--- config.mk ---
export PLATFORM = sky130hd
export DESIGN_NAME = rgb_color_line_parser_unit_flat
export DESIGN_NICKNAME = d
export VERILOG_FILES = /design/src/sv/rclp_pkg.sv /design/src/sv/rclp_if.sv /design/src/sv/rclp_line_fsm.sv /design/src/sv/rclp_slot_flags.sv /design/src/sv/rgb_color_line_parser_unit.sv /design/src/flat_wrapper.sv
export SDC_FILE = /design/constraint.sdc
export NUM_CORES = 1
export LEC_CHECK = 0
export BUFFER_PORTS_ARGS = -buffer_cell sky130_fd_sc_hd__buf_2
export CAP_MARGIN = 20
export CORE_ASPECT_RATIO = 0.8
export CORE_UTILIZATION = 46
export DETAILED_ROUTE_END_ITERATION = 10
export GPL_TIMING_DRIVEN = 1
export PLACE_DENSITY_LB_ADDON = 0.05
export SETUP_SLACK_MARGIN = 0.3
export SYNTH_ARGS = -nofsm -noshare
export SYNTH_HDL_FRONTEND = slang
export SYNTH_SLANG_ARGS = --single-unit
--- constraint.sdc ---
create_clock -name clk_i -period 5.45 [get_ports clk_i]
set_input_delay 0.8175 -clock clk_i [delete_from_list [all_inputs] [get_ports clk_i]]
set_output_delay 0.8175 -clock clk_i [all_outputs]
set_load 0.05 [all_outputs]
--- src/sv/rclp_pkg.sv ---
// Package for the color line parser: codes, character constants and helper functions.
package rclp_pkg;

  // Number of color targets that carry a filled flag.
  localparam int unsigned SlotCount = 2;

  localparam int unsigned PhaseW = 4;
  localparam int unsigned AccW   = 9;

  // Parser phase codes.
  localparam logic [PhaseW-1:0] PhId     = 4'd0;
  localparam logic [PhaseW-1:0] PhSep    = 4'd1;
  localparam logic [PhaseW-1:0] PhBlank  = 4'd2;
  localparam logic [PhaseW-1:0] PhRDig   = 4'd3;
  localparam logic [PhaseW-1:0] PhGFirst = 4'd4;
  localparam logic [PhaseW-1:0] PhGDig   = 4'd5;
  localparam logic [PhaseW-1:0] PhBFirst = 4'd6;
  localparam logic [PhaseW-1:0] PhBDig   = 4'd7;
  localparam logic [PhaseW-1:0] PhTrail  = 4'd8;

  // Result status codes.
  localparam logic [1:0] StatusOk      = 2'd0;
  localparam logic [1:0] StatusFilled  = 2'd1;
  localparam logic [1:0] StatusInvalid = 2'd2;

  localparam logic [7:0] CharSpace = 8'd32;
  localparam logic [7:0] CharTab   = 8'd9;
  localparam logic [7:0] CharComma = 8'h2c;
  localparam logic [7:0] CharZero  = 8'h30;
  localparam logic [7:0] CharNine  = 8'h39;

  localparam logic [AccW-1:0] AccSat  = 9'd256;
  localparam logic [AccW-1:0] CompMax = 9'd255;

  // Summary of a finished line, handed from the parser to the result stage.
  typedef struct packed {
    logic        well_formed;
    logic [23:0] rgb;
  } line_sum_t;

  function automatic logic is_blank(input logic [7:0] c);
    return (c == CharSpace) || (c == CharTab);
  endfunction

  function automatic logic is_digit(input logic [7:0] c);
    return (c >= CharZero) && (c <= CharNine);
  endfunction

  // Decimal accumulate, saturating at AccSat.
  function automatic logic [AccW-1:0] acc_add(input logic [AccW-1:0] acc,
                                             input logic [7:0] c);
    logic [11:0] prod;
    logic [11:0] sum;
    begin
      prod = ({3'd0, acc} << 3) + ({3'd0, acc} << 1);
      sum  = prod + {4'd0, c - CharZero};
      return (sum > {3'd0, AccSat}) ? AccSat : sum[AccW-1:0];
    end
  endfunction

endpackage

--- src/sv/rclp_if.sv ---
// Handshake interfaces for the byte requests and the result requests.
interface rclp_in_if;
  logic       valid;
  logic       ready;
  logic       slot;
  logic [7:0] char_in;
  logic       line_end;

  modport source (output valid, output slot, output char_in, output line_end, input ready);
  modport sink   (input valid, input slot, input char_in, input line_end, output ready);
endinterface

interface rclp_out_if;
  logic        valid;
  logic        ready;
  logic [23:0] rgb_packed;
  logic [1:0]  status;
  logic        slot_out;

  modport source (output valid, output rgb_packed, output status, output slot_out,
                  input ready);
  modport sink   (input valid, input rgb_packed, input status, input slot_out,
                  output ready);
endinterface

--- src/sv/rclp_line_fsm.sv ---
// Byte-level line parser: phase state machine, component accumulator and line check.
module rclp_line_fsm
  import rclp_pkg::*;
(
  input  logic       clk_i,
  input  logic       rst_ni,
  input  logic       take_i,
  input  logic [7:0] char_i,
  input  logic       line_end_i,
  output line_sum_t  line_o
);

  logic [PhaseW-1:0] phase_q, phase_d;
  logic [AccW-1:0]   acc_q, acc_d;
  logic [AccW-1:0]   red_q, red_d;
  logic [AccW-1:0]   green_q, green_d;
  logic              bad_q, bad_d;

  logic dig;
  logic blank;

  assign dig   = is_digit(char_i);
  assign blank = is_blank(char_i);

  always_comb begin
    phase_d = phase_q;
    acc_d   = acc_q;
    red_d   = red_q;
    green_d = green_q;
    bad_d   = bad_q;
    if (take_i) begin
      if (line_end_i) begin
        phase_d = PhId;
        acc_d   = '0;
        red_d   = '0;
        green_d = '0;
        bad_d   = 1'b0;
      end else if (!bad_q) begin
        case (phase_q)
          PhId: begin
            phase_d = PhSep;
          end
          PhSep: begin
            if (blank) phase_d = PhBlank;
            else       bad_d   = 1'b1;
          end
          PhBlank: begin
            if (dig) begin
              acc_d   = acc_add('0, char_i);
              phase_d = PhRDig;
            end else if (!blank) begin
              bad_d = 1'b1;
            end
          end
          PhRDig, PhGDig: begin
            if (dig) begin
              acc_d = acc_add(acc_q, char_i);
            end else if (char_i == CharComma) begin
              if (phase_q == PhRDig) begin
                red_d   = acc_q;
                phase_d = PhGFirst;
              end else begin
                green_d = acc_q;
                phase_d = PhBFirst;
              end
              acc_d = '0;
            end else begin
              bad_d = 1'b1;
            end
          end
          PhGFirst, PhBFirst: begin
            if (dig) begin
              acc_d   = acc_add('0, char_i);
              phase_d = (phase_q == PhGFirst) ? PhGDig : PhBDig;
            end else begin
              bad_d = 1'b1;
            end
          end
          PhBDig: begin
            if (dig)        acc_d   = acc_add(acc_q, char_i);
            else if (blank) phase_d = PhTrail;
            else            bad_d   = 1'b1;
          end
          PhTrail: begin
            if (!blank) bad_d = 1'b1;
          end
          default: begin
            bad_d = 1'b1;
          end
        endcase
      end
    end
  end

  always_ff @(posedge clk_i or negedge rst_ni) begin
    if (!rst_ni) begin
      phase_q <= PhId;
      acc_q   <= '0;
      red_q   <= '0;
      green_q <= '0;
      bad_q   <= 1'b0;
    end else begin
      phase_q <= phase_d;
      acc_q   <= acc_d;
      red_q   <= red_d;
      green_q <= green_d;
      bad_q   <= bad_d;
    end
  end

  // Check of the line as it stands, used when the terminator arrives.
  assign line_o.well_formed = !bad_q && ((phase_q == PhBDig) || (phase_q == PhTrail)) &&
                              (red_q <= CompMax) && (green_q <= CompMax) &&
                              (acc_q <= CompMax);
  assign line_o.rgb = {red_q[7:0], green_q[7:0], acc_q[7:0]};

endmodule

--- src/sv/rclp_slot_flags.sv ---
// Per-slot filled flags that reject a second successful line for the same slot.
module rclp_slot_flags
  import rclp_pkg::*;
(
  input  logic clk_i,
  input  logic rst_ni,
  input  logic slot_i,
  input  logic set_i,
  output logic filled_o
);

  logic [SlotCount-1:0] filled_q, filled_d;
  logic [SlotCount-1:0] sel;

  // A slot value at or above SlotCount selects no flag.
  always_comb begin
    for (int unsigned i = 0; i < SlotCount; i++) begin
      sel[i] = ({31'd0, slot_i} == i);
    end
  end

  assign filled_o = |(filled_q & sel);
  assign filled_d = set_i ? (filled_q | sel) : filled_q;

  always_ff @(posedge clk_i or negedge rst_ni) begin
    if (!rst_ni) begin
      filled_q <= '0;
    end else begin
      filled_q <= filled_d;
    end
  end

endmodule

--- src/sv/rgb_color_line_parser_unit.sv ---
// Top level of the color line parser: byte requests in, one result request per line out.
//
//   channel | modport      | moves
//   --------+--------------+---------------------------------------------
//   in_i    | rclp_in_if   | one line byte or a line terminator
//   out_o   | rclp_out_if  | packed color, status and slot for each line
//
// A new byte request is accepted in every cycle unless a result waits unaccepted.
// A terminator's result appears in the output register in the cycle after it is taken.
// Reset (rst_ni low, asynchronous) clears the parser phase, the accumulated
// components and all slot filled flags.
// While a result waits unaccepted, input is still taken when the sink takes
// the result in the same cycle; otherwise the input stalls for that cycle.
module rgb_color_line_parser_unit
  import rclp_pkg::*;
(
  input  logic       clk_i,
  input  logic       rst_ni,
  rclp_in_if.sink    in_i,
  rclp_out_if.source out_o
);

  logic      take;
  logic      take_end;
  logic      filled;
  logic      set_flag;
  line_sum_t line_sum;
  logic [1:0] status;

  logic        out_valid_q, out_valid_d;
  logic [23:0] rgb_q;
  logic [1:0]  status_q;
  logic        slot_q;

  // The input may move whenever the output register is empty or being drained.
  assign in_i.ready = !out_valid_q || out_o.ready;
  assign take       = in_i.valid && in_i.ready;
  assign take_end   = take && in_i.line_end;

  rclp_line_fsm u_fsm (
    .clk_i      (clk_i),
    .rst_ni     (rst_ni),
    .take_i     (take),
    .char_i     (in_i.char_in),
    .line_end_i (in_i.line_end),
    .line_o     (line_sum)
  );

  // The filled check wins over a malformed line.
  always_comb begin
    if (filled)                    status = StatusFilled;
    else if (!line_sum.well_formed) status = StatusInvalid;
    else                           status = StatusOk;
  end

  assign set_flag = take_end && (status == StatusOk);

  rclp_slot_flags u_flags (
    .clk_i    (clk_i),
    .rst_ni   (rst_ni),
    .slot_i   (in_i.slot),
    .set_i    (set_flag),
    .filled_o (filled)
  );

  // Result register: loads on a terminator, empties when the sink accepts.
  always_comb begin
    out_valid_d = out_valid_q;
    if (take_end)          out_valid_d = 1'b1;
    else if (out_o.ready)  out_valid_d = 1'b0;
  end

  always_ff @(posedge clk_i or negedge rst_ni) begin
    if (!rst_ni) begin
      out_valid_q <= 1'b0;
    end else begin
      out_valid_q <= out_valid_d;
    end
  end

  always_ff @(posedge clk_i) begin
    if (take_end) begin
      rgb_q    <= (status == StatusOk) ? line_sum.rgb : 24'd0;
      status_q <= status;
      slot_q   <= in_i.slot;
    end
  end

  assign out_o.valid      = out_valid_q;
  assign out_o.rgb_packed = rgb_q;
  assign out_o.status     = status_q;
  assign out_o.slot_out   = slot_q;

endmodule

--- src/flat_wrapper.sv ---
// flat-port wrapper written by rule: the top's interface ports become plain ports
module rgb_color_line_parser_unit_flat import rclp_pkg::*;
  (clk_i, rst_ni, in_i_valid, in_i_slot, in_i_char_in, in_i_line_end, in_i_ready, out_o_valid, out_o_rgb_packed, out_o_status, out_o_slot_out, out_o_ready);
  rclp_in_if in_i_i ();
  rclp_out_if out_o_i ();
  input  logic clk_i;
  input  logic rst_ni;
  input wire logic [$bits(in_i_i.valid)-1:0] in_i_valid;
  input wire logic [$bits(in_i_i.slot)-1:0] in_i_slot;
  input wire logic [$bits(in_i_i.char_in)-1:0] in_i_char_in;
  input wire logic [$bits(in_i_i.line_end)-1:0] in_i_line_end;
  output wire logic [$bits(in_i_i.ready)-1:0] in_i_ready;
  output wire logic [$bits(out_o_i.valid)-1:0] out_o_valid;
  output wire logic [$bits(out_o_i.rgb_packed)-1:0] out_o_rgb_packed;
  output wire logic [$bits(out_o_i.status)-1:0] out_o_status;
  output wire logic [$bits(out_o_i.slot_out)-1:0] out_o_slot_out;
  input wire logic [$bits(out_o_i.ready)-1:0] out_o_ready;
  assign in_i_i.valid = in_i_valid;
  assign in_i_i.slot = in_i_slot;
  assign in_i_i.char_in = in_i_char_in;
  assign in_i_i.line_end = in_i_line_end;
  assign in_i_ready = in_i_i.ready;
  assign out_o_valid = out_o_i.valid;
  assign out_o_rgb_packed = out_o_i.rgb_packed;
  assign out_o_status = out_o_i.status;
  assign out_o_slot_out = out_o_i.slot_out;
  assign out_o_i.ready = out_o_ready;
  rgb_color_line_parser_unit u_core (.clk_i(clk_i), .rst_ni(rst_ni), .in_i(in_i_i), .out_o(out_o_i));
endmodule
==> metrics <==
Synth warnings=0; ordered cell list for the critical path=buf_2 -> inv_1 -> ha_1 -> inv_1 -> fa_1 -> inv_1 -> ha_1 -> o211ai_1 -> o21ai_1 -> xor2_1 -> nor4_1 -> nor3_1 -> o21bai_1 -> a32o_2; CTS root buffer=clkbuf_8; crit path launch=in_i_char_in[4]; drt pass-1 iters=5; type of the most critical hold path=reg2reg; height of the die=about 82 µm; Reg-to-Reg Start=u_core.u_fsm.acc_q[0]; Largest delay share family, worst path=adder cells; cell taking the most area after synthesis=dfrtp_1; result of the run=complete, no violations; number of port buffers=42; Residual DRC=0; kind of critical path=in2reg; Starting Density=48.5%; number of endpoints failing setup at the final stage=0; fill cell instance count of the final layout=705; Hold Fails Final Rpt=0; Syn Area/Cell=roughly 11 µm²; cell depth of the worst flop-to-flop path=9; number of antenna violations at the first check in global routing=0; DR iter-0 viols=189; Die ar.=8300 µm²; predominant post-synthesis flop cell=dfrtp_1; share of the yosys chip area belonging to registers=approximately 46%; via count of the first global-routing pass=2565; largest cells by area after synthesis=dfrtp_1 (24%), edfxtp_1 (22%), ha_1 (5.5%), mux2_2 (3.7%), and2_1 (3.4%); largest net degree at the start of global routing=36; Final Critical Period=about 3.5 ns; Max Root-Sink Buffers=2; Final Worst Setup Slack=roughly 2.0 ns; total I/O pin count=43; clock-pin slew of the registers on the worst-case setup and hold paths=about 0.070 ns; number of cells on the critical path=14; Slew Limit Headroom=37.3%; utilization after layout=between 50% and 60%; Worst Setup EP=u_core.u_fsm.acc_q[0]; Post-Syn Nets=about 370; internal power=0.951 mW; routed via count divided by cell count=5.44; critical path peak fanout=5; number of storage elements in the synthesis netlist=62; share of total power in sequential cells=39.8%; # H-tree levels=3; setup repair after global routing missed its margin=no; worst ir drop on vdd=189 µV; Largest stage delay, worst path=0.47 ns; count of mapped cells out of synthesis=333; TritonCTS clock tree=built; sum of negative setup slack=0 ns; Post-CTS Repair Setup Buffers=0; total gr overflow=0; Worst Path Arrival=3.72 ns; CTS resizes=0; max-cap violation count=0; GRT Resource Usage Total=20.7%; power share of the combinational group=33.8%; via count of the routed design=2656; maximum clock skew at final layout=0.00852 ns; post-detailed-routing wire length=7.86 mm; clock sinks=62; post-detailed-route count of antenna-violating nets=0; Sw Share=37.5%; width of the die=102 µm; area share of the largest cell type after synthesis=24.0%; buffering stage count on the worst path with inverters included=4; number of buffers added to fix hold violations after cts=0; Most common cell on crit path=inv_1; top post-synthesis cells by count=dfrtp_1 (35), inv_1 (28), edfxtp_1 (27), and2_1 (20), nor2_1 (20); number of distinct standard cells referenced by the synthesized netlist=64; final period utilization=64.2%; Async SR Flop Fraction=56.5%; startpoint type of the worst setup path=input pin; most frequently used cell type in the post-synthesis netlist=dfrtp_1; HPWL after DPL=5.79 mm; reg2reg end=u_core.u_fsm.acc_q[4]; clock latency at the later pin of the worst-skew pair=0.33 ns; worst reg2reg setup slack=2.28 ns; Row Count=28; Slowest cell on crit path=fa_1; netlist area before placement=about 3700 µm²; final weighted congestion in routability-driven placement=~0.85; power density over cell area=about 370 nW/µm²; count of pins over their slew limit=0; leakage component of the power=1.90 nW; number of enable-type register cells in the synthesized netlist=27; net switching power=0.569 mW; Placeable Area=7530 µm²; worst path required time=about 5.7 ns; worst hold margin=about 0.46 ns; area growth from synthesis to layout=13.2%; clock share of power=between 20% and 30%; nets@finish=414; category of the worst setup path capture point=flop; Worst Tran Pin Value=0.938 ns; ant diodes=0; max frequency=0.286 GHz; Wirelength per Cell=~16 µm; worst slack at placement=1.64 ns; wire length of the first global-routing pass=around 13 mm; number of buffers created by CTS=9; fraction of final layout cells sized beyond drive strength 1=between 20% and 30%
-- through the flow --
step | area (µm²) | power [mW] | std cells
5_1_grt | 4130 | 1.62 | 488
6_report | 4130 | 1.52 | 488
2_1_floorplan | 3650 | 1.01 | 333
3_3_place_gp | 3910 | 1.12 | 471
3_5_place_dp | 3910 | 1.12 | 471
4_1_cts | 4110 | 1.53 | 487
-- per-layer routing --
layer / routed length (µm) / global-route usage, % / part of all wire, % / vias up
li1: - / - / - / 1301
met1: 3980 / 29.7 / 51 / 1295
met2: 3540 / 31.7 / 45 / 56
met3: 299 / 5.02 / 3.8 / 4
met4: 42 / 4.49 / 0.53 / 0
met5: 0 / 0 / 0 / -
-- power by group through the flow --
stage	clock [mW]	combinational, mW	sequential, mW
after floorplan	0	0.410	0.602
after global placement	0	0.509	0.615
after detailed placement	0	0.508	0.616
after CTS	0.410	0.513	0.606
after global routing	0.428	0.571	0.616
final	0.401	0.514	0.606
-- flip-flops by register name (all words and copies together) (netlist names) --
register,flops
u_core.out_o.rgb_packed,24
u_core.u_fsm.acc_q,9
u_core.u_fsm.green_q,9
u_core.u_fsm.red_q,9
u_core.u_fsm.phase_q,4
u_core.out_o.status,2
u_core.u_flags.filled_q,2
u_core.out_o.slot_out,1
u_core.out_o.valid,1
u_core.u_fsm.bad_q,1
-- placed cells by master, fill, tap and decap left out, types with 3 or more instances in the layout --
cell type / instances
a211oi_1: 3
a211oi_2: 3
a21o_1: 5
a21oi_1: 15
a22o_1: 6
a31oi_1: 3
and2_1: 20
and3_1: 5
buf_2: 42
clkbuf_8: 9
dfrtp_1: 35
edfxtp_1: 27
fa_1: 6
ha_1: 16
inv_1: 28
mux2_1: 6
mux2_2: 12
nand2_1: 19
nand3_1: 4
nor2_1: 20
nor2b_1: 6
nor3_1: 11
nor4_1: 3
o211ai_1: 3
o21a_1: 3
o21ai_0: 8
o21ai_1: 6
o31ai_1: 5
xnor2_1: 3
xor2_1: 3
-- cell type report --
type                       count  area [µm²]  area share (%)
sequential                    62        1690            40.8
clock inverter                 7        73.8            1.79
timing repair buffer          43         238            5.75
multi-input combinational    234        1780            42.9
inverter                      28         105            2.54
tap                          105         131            3.18
clock buffer                   9         124            3.00
-- worst min-delay path, cell delays in order, from the launching register on --
cell and delay, ns:
dfrtp_1 0.32, inv_1 0.05, o31ai_1 0.06
-- kinds of logic (layout without fill, tap and decap cells) --
| group | after synthesis | count (layout) | share of synthesized area, % |
|---|---|---|---|
| AOI/OAI and AO/OA | 79 | 79 | 15.7 |
| xor gates and xnor gates | 6 | 6 | 1.44 |
| adders and majority gates | 22 | 22 | 8.77 |
| buffers and inverters | 37 | 87 | 5.21 |
| DFF | 62 | 62 | 46.2 |
| muxes | 18 | 18 | 5.55 |
| and+or+nand+nor | 109 | 109 | 17.1 |
-- worst min path at each step --
stage	to	start	cells after the start	slack [ns]
2_1_floorplan	u_core.u_flags.filled_q[0]	u_core.u_flags.filled_q[0]	2	0.42
3_3_place_gp	u_core.u_flags.filled_q[0]	u_core.u_flags.filled_q[0]	2	0.44
3_5_place_dp	u_core.u_flags.filled_q[0]	u_core.u_flags.filled_q[0]	2	0.44
4_1_cts	u_core.u_flags.filled_q[0]	u_core.u_flags.filled_q[0]	2	0.46
5_1_grt	u_core.u_flags.filled_q[0]	u_core.u_flags.filled_q[0]	2	0.50
6_report	u_core.u_flags.filled_q[0]	u_core.u_flags.filled_q[0]	2	0.46
(Power assumes the default switching activity.)
